--- config.mk ---
export PLATFORM = sky130hd
export DESIGN_NAME = lattice_poly_coefficient_codec_unit
export DESIGN_NICKNAME = d
export VERILOG_FILES = /design/src/lpcc_pkg.sv /design/src/lpcc_front.sv /design/src/lpcc_queue.sv /design/src/lpcc_back.sv /design/src/lattice_poly_coefficient_codec_unit.sv
export SDC_FILE = /design/constraint.sdc
export NUM_CORES = 1
export LEC_CHECK = 0
export ABC_AREA = 0
export BUFFER_PORTS_ARGS = -buffer_cell sky130_fd_sc_hd__buf_2
export CORE_ASPECT_RATIO = 1.1
export CORE_MARGIN = 1
export CORE_UTILIZATION = 40
export DETAILED_ROUTE_END_ITERATION = 10
export HOLD_SLACK_MARGIN = 0.1
export PLACE_DENSITY = 0.58
export SETUP_SLACK_MARGIN = 0.05
export SKIP_CTS_REPAIR_TIMING = 1
export SYNTH_ARGS = -nofsm -noshare
export SYNTH_HDL_FRONTEND = slang
export SYNTH_SLANG_ARGS = --single-unit
--- constraint.sdc ---
create_clock -name clk -period 10.2 [get_ports clk]
set_input_delay 1.02 -clock clk [delete_from_list [all_inputs] [get_ports clk]]
set_output_delay 1.02 -clock clk [all_outputs]
set_load 0.05 [all_outputs]
--- src/lpcc_pkg.sv ---
// shared types, constants and helpers for the coefficient codec
`timescale 1ns / 1ps

package lpcc_pkg;

  localparam int QueueDepth = 2;

  localparam int AccW  = 20;
  localparam int CntW  = 5;
  localparam int DataW = 24;

  typedef enum logic [2:0] {
    MODE_PACK13     = 3'd0,
    MODE_UNPACK13   = 3'd1,
    MODE_COMPRESS3  = 3'd2,
    MODE_DECOMPRESS = 3'd3,
    MODE_TO_MSG     = 3'd4,
    MODE_FROM_MSG   = 3'd5
  } mode_t;

  // one unit of work handed from the front to the back
  typedef struct packed {
    mode_t             kind;
    logic [2:0]        last_idx;
    logic [DataW-1:0]  data;
  } job_t;

  localparam logic signed [13:0] CoefQ    = 14'sd7681;
  localparam logic        [13:0] CoefHalf = 14'd3841;
  localparam logic        [12:0] CenterLim = 13'd3840;

  // (t * q + 4) >> 3 for a 3-bit t
  function automatic logic [13:0] decomp3(input logic [2:0] t);
    logic [13:0] r;
    case (t)
      3'd0:    r = 14'd0;
      3'd1:    r = 14'd960;
      3'd2:    r = 14'd1920;
      3'd3:    r = 14'd2880;
      3'd4:    r = 14'd3841;
      3'd5:    r = 14'd4801;
      3'd6:    r = 14'd5761;
      3'd7:    r = 14'd6721;
      default: r = 14'd0;
    endcase
    return r;
  endfunction

endpackage

--- src/lpcc_front.sv ---
// front end: holds mode and bit accumulator, turns input words into jobs (some words give none)
`timescale 1ns / 1ps

module lpcc_front (
  input  logic                      clk,
  input  logic                      rst_n,
  input  logic                      cfg_wr_en,
  input  logic [2:0]                cfg_wr_data,
  input  logic                      item_take,
  input  logic signed [13:0]        in_coeff,
  input  logic [7:0]                in_byte,
  output lpcc_pkg::job_t            job,
  output logic                      job_has
);
  import lpcc_pkg::*;

  mode_t             mode_r;
  logic [AccW-1:0]   acc_r, acc_nxt;
  logic [CntW-1:0]   cnt_r, cnt_nxt;

  logic signed [13:0] coef_l;
  logic signed [17:0] x2;
  logic signed [35:0] p2;
  logic signed [15:0] x4;
  logic signed [32:0] p4;
  logic [2:0]         d3;
  logic               m1;
  logic [AccW-1:0]    acc_sh, acc_or;

  localparam logic signed [17:0] KComp = 18'sd69895;
  localparam logic signed [16:0] KMsg  = 17'sd34947;
  localparam logic signed [17:0] RndC  = 18'sd3841;
  localparam logic signed [15:0] RndM  = 16'sd3841;

  // lift negatives by q once
  assign coef_l = in_coeff[13] ? in_coeff + CoefQ : in_coeff;

  // rounding multiplies, only the low 32 bits of the product matter
  assign x2 = {coef_l[13], coef_l, 3'b000} + RndC;
  assign p2 = x2 * KComp;
  assign d3 = p2[31:29];
  assign x4 = {coef_l[13], coef_l, 1'b0} + RndM;
  assign p4 = x4 * KMsg;
  assign m1 = p4[28];

  always_comb begin
    acc_nxt      = acc_r;
    cnt_nxt      = cnt_r;
    job.kind     = mode_r;
    job.last_idx = 3'd0;
    job.data     = '0;
    job_has      = 1'b0;
    acc_sh       = '0;
    acc_or       = '0;
    case (mode_r)
      MODE_PACK13: begin
        acc_sh  = {acc_r[6:0], coef_l[12:0]};
        acc_nxt = acc_sh;
        job_has = 1'b1;
        job.data[7:0] = 8'(acc_sh >> (cnt_r + 5'd5));
        if (cnt_r >= 5'd3) begin
          job.data[15:8] = 8'(acc_sh >> (cnt_r - 5'd3));
          job.last_idx   = 3'd1;
          cnt_nxt        = cnt_r - 5'd3;
        end else begin
          cnt_nxt = cnt_r + 5'd5;
        end
      end
      MODE_UNPACK13: begin
        acc_sh  = {acc_r[11:0], in_byte};
        acc_nxt = acc_sh;
        if (cnt_r >= 5'd5) begin
          job_has        = 1'b1;
          job.data[12:0] = 13'(acc_sh >> (cnt_r - 5'd5));
          cnt_nxt        = cnt_r - 5'd5;
        end else begin
          cnt_nxt = cnt_r + 5'd8;
        end
      end
      MODE_COMPRESS3: begin
        acc_or = acc_r | (AccW'(d3) << cnt_r[3:0]);
        if (cnt_r >= 5'd5) begin
          job_has       = 1'b1;
          job.data[7:0] = acc_or[7:0];
          acc_nxt       = acc_or >> 8;
          cnt_nxt       = cnt_r - 5'd5;
        end else begin
          acc_nxt = acc_or;
          cnt_nxt = cnt_r + 5'd3;
        end
      end
      MODE_DECOMPRESS: begin
        acc_or        = acc_r | (AccW'(in_byte) << cnt_r[2:0]);
        job_has       = 1'b1;
        job.data[8:0] = acc_or[8:0];
        if (cnt_r == 5'd0) begin
          // eight bits give two values, two bits left over
          job.last_idx = 3'd1;
          acc_nxt      = acc_or >> 6;
          cnt_nxt      = 5'd2;
        end else begin
          job.last_idx = 3'd2;
          acc_nxt      = acc_or >> 9;
          cnt_nxt      = cnt_r - 5'd1;
        end
      end
      MODE_TO_MSG: begin
        acc_or = acc_r | (AccW'(m1) << cnt_r[2:0]);
        if (cnt_r == 5'd7) begin
          job_has       = 1'b1;
          job.data[7:0] = acc_or[7:0];
          acc_nxt       = '0;
          cnt_nxt       = '0;
        end else begin
          acc_nxt = acc_or;
          cnt_nxt = cnt_r + 5'd1;
        end
      end
      MODE_FROM_MSG: begin
        job_has       = 1'b1;
        job.last_idx  = 3'd7;
        job.data[7:0] = in_byte;
      end
      default: begin
        job_has = 1'b0;
      end
    endcase
  end

  always_ff @(posedge clk) begin
    if (!rst_n) begin
      mode_r <= MODE_PACK13;
      acc_r  <= '0;
      cnt_r  <= '0;
    end else if (cfg_wr_en) begin
      mode_r <= mode_t'(cfg_wr_data);
      acc_r  <= '0;
      cnt_r  <= '0;
    end else if (item_take) begin
      acc_r <= acc_nxt;
      cnt_r <= cnt_nxt;
    end
  end

endmodule

--- src/lpcc_queue.sv ---
// small job queue between front and back
`timescale 1ns / 1ps

module lpcc_queue #(
  parameter int DEPTH = lpcc_pkg::QueueDepth
) (
  input  logic           clk,
  input  logic           rst_n,
  input  logic           push,
  input  lpcc_pkg::job_t push_job,
  input  logic           pop,
  output logic           full,
  output logic           not_empty,
  output lpcc_pkg::job_t head
);
  import lpcc_pkg::*;

  localparam int PW = (DEPTH > 1) ? $clog2(DEPTH) : 1;
  localparam int CW = $clog2(DEPTH + 1);

  job_t          slots_r [DEPTH];
  logic [PW-1:0] wr_ptr_r, wr_ptr_nxt;
  logic [PW-1:0] rd_ptr_r, rd_ptr_nxt;
  logic [CW-1:0] count_r, count_nxt;

  assign full      = (count_r == CW'(DEPTH));
  assign not_empty = (count_r != '0);
  assign head      = slots_r[rd_ptr_r];

  always_comb begin
    wr_ptr_nxt = wr_ptr_r;
    rd_ptr_nxt = rd_ptr_r;
    count_nxt  = count_r;
    if (push) begin
      wr_ptr_nxt = (wr_ptr_r == PW'(DEPTH - 1)) ? '0 : wr_ptr_r + 1'b1;
    end
    if (pop) begin
      rd_ptr_nxt = (rd_ptr_r == PW'(DEPTH - 1)) ? '0 : rd_ptr_r + 1'b1;
    end
    if (push && !pop) begin
      count_nxt = count_r + 1'b1;
    end else if (pop && !push) begin
      count_nxt = count_r - 1'b1;
    end
  end

  always_ff @(posedge clk) begin
    if (!rst_n) begin
      wr_ptr_r <= '0;
      rd_ptr_r <= '0;
      count_r  <= '0;
    end else begin
      wr_ptr_r <= wr_ptr_nxt;
      rd_ptr_r <= rd_ptr_nxt;
      count_r  <= count_nxt;
    end
  end

  always_ff @(posedge clk) begin
    if (push) begin
      slots_r[wr_ptr_r] <= push_job;
    end
  end

endmodule

--- src/lpcc_back.sv ---
// back end: walks a job one result word per cycle into the output register while out_stall is low
`timescale 1ns / 1ps

module lpcc_back (
  input  logic               clk,
  input  logic               rst_n,
  input  logic               job_ready,
  input  lpcc_pkg::job_t     job,
  output logic               pop,
  output logic               out_valid,
  input  logic               out_stall,
  output logic [7:0]         out_byte,
  output logic signed [13:0] out_coeff,
  output logic               out_last
);
  import lpcc_pkg::*;

  logic [2:0]  idx_r, idx_nxt;
  logic        valid_r, valid_nxt;
  logic [7:0]  byte_r, byte_val;
  logic [13:0] coeff_r, coeff_val;
  logic        last_r, last_val;
  logic        load;
  logic [12:0] t13;
  logic [2:0]  t3;
  logic        bit_v;

  assign load = job_ready && (!valid_r || !out_stall);
  assign pop  = load && last_val;

  always_comb begin
    byte_val  = '0;
    coeff_val = '0;
    last_val  = (idx_r == job.last_idx);
    t13       = job.data[12:0];
    t3        = 3'(job.data >> (5'(idx_r) * 5'd3));
    bit_v     = 1'(job.data >> idx_r);
    case (job.kind)
      MODE_PACK13, MODE_COMPRESS3, MODE_TO_MSG: begin
        byte_val = 8'(job.data >> {idx_r[1:0], 3'b000});
      end
      MODE_UNPACK13: begin
        // centre to the symmetric range
        coeff_val = (t13 > CenterLim) ? 14'(t13) - 14'(CoefQ) : 14'(t13);
      end
      MODE_DECOMPRESS: begin
        coeff_val = decomp3(t3);
      end
      MODE_FROM_MSG: begin
        coeff_val = bit_v ? CoefHalf : 14'd0;
      end
      default: begin
        coeff_val = '0;
      end
    endcase
  end

  always_comb begin
    idx_nxt   = idx_r;
    valid_nxt = out_stall ? valid_r : 1'b0;
    if (load) begin
      valid_nxt = 1'b1;
      idx_nxt   = last_val ? 3'd0 : idx_r + 3'd1;
    end
  end

  always_ff @(posedge clk) begin
    if (!rst_n) begin
      idx_r   <= '0;
      valid_r <= 1'b0;
    end else begin
      idx_r   <= idx_nxt;
      valid_r <= valid_nxt;
    end
  end

  always_ff @(posedge clk) begin
    if (load) begin
      byte_r  <= byte_val;
      coeff_r <= coeff_val;
      last_r  <= last_val;
    end
  end

  assign out_valid = valid_r;
  assign out_byte  = byte_r;
  assign out_coeff = coeff_r;
  assign out_last  = last_r;

endmodule

--- src/lattice_poly_coefficient_codec_unit.sv ---
// top level of the polynomial coefficient codec (mod 7681)
`timescale 1ns / 1ps
// Usage:
//   cfg_wr_en / cfg_wr_data write the mode (0 pack13, 1 unpack13, 2 compress3,
//   3 decompress3, 4 to message bits, 5 from message bits); each write also
//   empties the bit accumulator. Write only while the block is idle.
//   Input words (in_coeff, in_byte) are taken when in_valid is high and
//   in_stall low. Each word yields zero to eight result words on
//   out_byte / out_coeff, taken when out_valid is high and out_stall low;
//   out_last marks the final result word of an input word.
// Path: the first result of a word goes through the queue slot and then
//   the output register of the back end before it reaches the output.
// Throughput: one result word per cycle while out_stall is low, set by the
//   output register in the back end; a word with one result or none goes in
//   every cycle, a word with k results holds the back end for k result
//   words (8 in mode 5, up to 3 in mode 3, up to 2 in mode 0).
// The front end classifies a word in its accept cycle and drops a job into a
//   two-entry queue; in_stall rises only when that queue is full.
// Under out_stall the output word holds; the queue fills and then stalls
//   the input side.
// Reset (rst_n low, synchronous) sets mode 0, empties accumulator, queue
//   and output register.

module lattice_poly_coefficient_codec_unit #(
  parameter int QUEUE_DEPTH = lpcc_pkg::QueueDepth
) (
  input  logic               clk,
  input  logic               rst_n,
  input  logic               cfg_wr_en,
  input  logic [2:0]         cfg_wr_data,
  input  logic               in_valid,
  output logic               in_stall,
  input  logic signed [13:0] in_coeff,
  input  logic [7:0]         in_byte,
  output logic               out_valid,
  input  logic               out_stall,
  output logic [7:0]         out_byte,
  output logic signed [13:0] out_coeff,
  output logic               out_last
);
  import lpcc_pkg::*;

  job_t new_job, head_job;
  logic new_has, take, q_full, q_ne, q_pop;

  assign in_stall = q_full;
  assign take     = in_valid && !q_full;

  lpcc_front u_front (
    .clk         (clk),
    .rst_n       (rst_n),
    .cfg_wr_en   (cfg_wr_en),
    .cfg_wr_data (cfg_wr_data),
    .item_take   (take),
    .in_coeff    (in_coeff),
    .in_byte     (in_byte),
    .job         (new_job),
    .job_has     (new_has)
  );

  lpcc_queue #(
    .DEPTH (QUEUE_DEPTH)
  ) u_queue (
    .clk       (clk),
    .rst_n     (rst_n),
    .push      (take && new_has),
    .push_job  (new_job),
    .pop       (q_pop),
    .full      (q_full),
    .not_empty (q_ne),
    .head      (head_job)
  );

  lpcc_back u_back (
    .clk       (clk),
    .rst_n     (rst_n),
    .job_ready (q_ne),
    .job       (head_job),
    .pop       (q_pop),
    .out_valid (out_valid),
    .out_stall (out_stall),
    .out_byte  (out_byte),
    .out_coeff (out_coeff),
    .out_last  (out_last)
  );

endmodule
==> results.toml <==
[status]
outcome = "finished, final reports clean"

[clock_network]
h-tree-depth = 3
cts_buffer_depth = 2
clkLatencyLatePin_ns = 0.36
cts.clk_slew.worst_paths_ns = 0.08
clkSinkCount = 104
cts-buffers-inserted = 9
cts_tree = "yes"
cts.root.buffer_cell = "clkbuf_16"

[placement]
gp_congestion = 0.970
port_buffers = 54
dp_cells = 2127
post-dp-hpwl_um = 35300

[die]
rows = 72
fp.dieArea_mm2 = 0.0367
core-area_mm2 = 0.0353
start_util_pct = 40.7
pin_count = 55
die_w_um = 183
fp.dieH_um = 201

[sta]
tightest_slew_ns = 1.05
drv_slew = 0
tns_ns = 0
skew_ns = 0.0135
final.period_utilization_pct = 86.6
setup_viol = 0
slew_headroom_pct = 29.6
hold_violations = 0
rsz0062_at_grt = "no"
post-route-min-period_ns = 8.83
fmax_mhz = 113

[pwr]
internal_power_uw = 1580
swShare_pct = 51.2
sequentialPowerShare_pct = 19.4
p_sw_uw = 1660
max-vdd-ir-drop_uv = 128
clkPwrFrac_pct = 11.1
power_uw = 3240
powerDensity_mw_per_mm2 = 209
p_leak_uw = 0.00685
p_comb_share_pct = 69.4

[synthesis]
syn-cell-area_mm2 = 0.0144
ys_ff_latch = 104
yosysMostFrequentCell = "ha_1"
synth_area_leaders = "ha_1 19%, edfxtp_1 14%, fa_1 9.5%"
ys_async_sr_fraction_pct = 0
synthesis.nets = 1962
synth.distinct_cells = 82
synth_sequential_area_ratio_pct = 19.1
syn_area_per_cell_um2 = 8.75
synth_edf_count = 67
syn_inst = 1645
yosys_most_used_dff = "edfxtp_1"
netlist.area_leader.share_pct = 19.0
yosysTopAreaCell = "ha_1"
synthTopCellsByCount = "219 x ha_1, 191 x inv_1, 132 x nor2_1"
ys_warn_count = 0

[drt]
firstDrtPassIters = 8
routed_via_density = 5.90
drc = 0
finalWirelength_um = 45000
drt-initial-drc-count = 1314
ant_nets = 0
num_vias = 12651
wire_per_inst_um = 21.0

[worst_setup_path]
start_kind = "input pin"
arrival_ns = 8.90
slowest_delay_ns = 0.56
cpMaxStageDelayCell = "xnor3_2"
crit_type = "input pin to register"
cp_max_fo = 11
worst_ep_required_time_ns = 10.27
endpoint_kind = "register"

[final_layout]
fillers = 3518
fin_util_pct = 43.9
fin_cells = 2143
diodes = 0
nets = 1974
drive_above_1_share_pct = 9.51
area_growth_pct = 7.65

[grt]
grt_usage_pct = 24.8
grt_overflow = 0
grt_pass1_vias = 12595
grt_pass1_wl_um = 70900
grt_max_degree = 57
antenna_found_initial = 0

[worst_hold_path]
holdCritPathClass = "register to register"

[run]
max_cap_violations = 0
## registers in the layout, indices dropped and copies added, names as in the netlist, 2 cells and up, named ones only
register / flops
u_queue.count_r: 2
u_front.mode_r: 3
u_front.cnt_r: 5
u_back.idx_r: 3
u_queue.slots_r: 44
u_back.out_byte: 8
u_front.acc_r: 20
u_back.out_coeff: 14
## critical path: cells and delay by family
kind                     cells  cell delay (ns)
adder cells (fa/ha/maj)      8             3.04
XOR/XNOR                     3             1.48
AND/OR/NAND/NOR              2             0.40
AO/OA/AOI/OAI               10             2.07
buffers and inverters        6             0.87
## kinds of logic after synthesis
logic type      count (synthesis)  synth area share, %
fa+ha+maj                     287                 28.5
buf+inv                       277                 7.30
xor+xnor                       83                 5.21
mux                            99                 8.47
flops                         104                 19.1
compound gates                405                 18.9
simple gates                  390                 12.5
## worst paths after layout
kind / from / to / slack (ns) / depth (start not counted)
max: in_coeff[0] / u_queue.slots_r[0][7] / 1.37 / 29
min: u_back.out_valid / u_back.out_valid / 0.49 / 2
max reg2reg: u_front.cnt_r[1] / u_queue.slots_r[1][0] / 5.84 / 13
min reg2reg: u_back.out_valid / u_back.out_valid / 0.49 / 2
## cell type report
type / instances / area [µm²] / share of cell area (%)
multi-input cells: 1264 / 10600 / 68.5
clock inverters: 7 / 81.3 / 0.525
well taps: 481 / 602 / 3.89
repair buffers: 83 / 488 / 3.15
clock buffers: 9 / 225 / 1.45
flip-flops and latches: 104 / 2750 / 17.8
inverters: 195 / 732 / 4.73
## metrics by stage
stage                     cell area (µm²)  setup WS (ns)  hold slack (ns)
after floorplan                     14400           2.30            0.470
after global placement              15200           1.32            0.485
after detailed placement            15200          0.996            0.491
after CTS                           15500           1.39            0.503
after global routing                15500          0.761            0.544
final                               15500           1.37            0.494
## power groups by stage
stage	Sequential [µW]	Clock, µW	Combinational (µW)
2_1_floorplan	792	0	1500
3_3_place_gp	636	0	2200
3_5_place_dp	638	0	2240
4_1_cts	628	370	2250
5_1_grt	639	384	2540
6_report	630	361	2250
## cell usage in the layout (no fill, tap or decap), drive strengths merged, types with 9 or more instances in the layout
cell type,n
a211oi,33
a21o,15
a21oi,91
a221oi,18
a31oi,21
and2,14
buf,83
clkbuf,9
dfxtp,37
edfxtp,67
fa,68
ha,219
inv,197
mux2,12
mux2i,70
mux4,17
nand2,111
nand2b,19
nand3,38
nand4,16
nor2,132
nor2b,12
nor3,20
o211ai,17
o21ai,98
o221ai,16
o22ai,15
xnor2,64
xor2,18
## layer usage
metal  vias up  GRT usage, %  share of wire [%]
li1       5924             -                  -
met1      6007          31.4                 41
met2       560          40.6                 47
met3       160          3.68                6.7
met4         0          13.0                5.3
met5         -             0                  0
(Power assumes the default switching activity.)
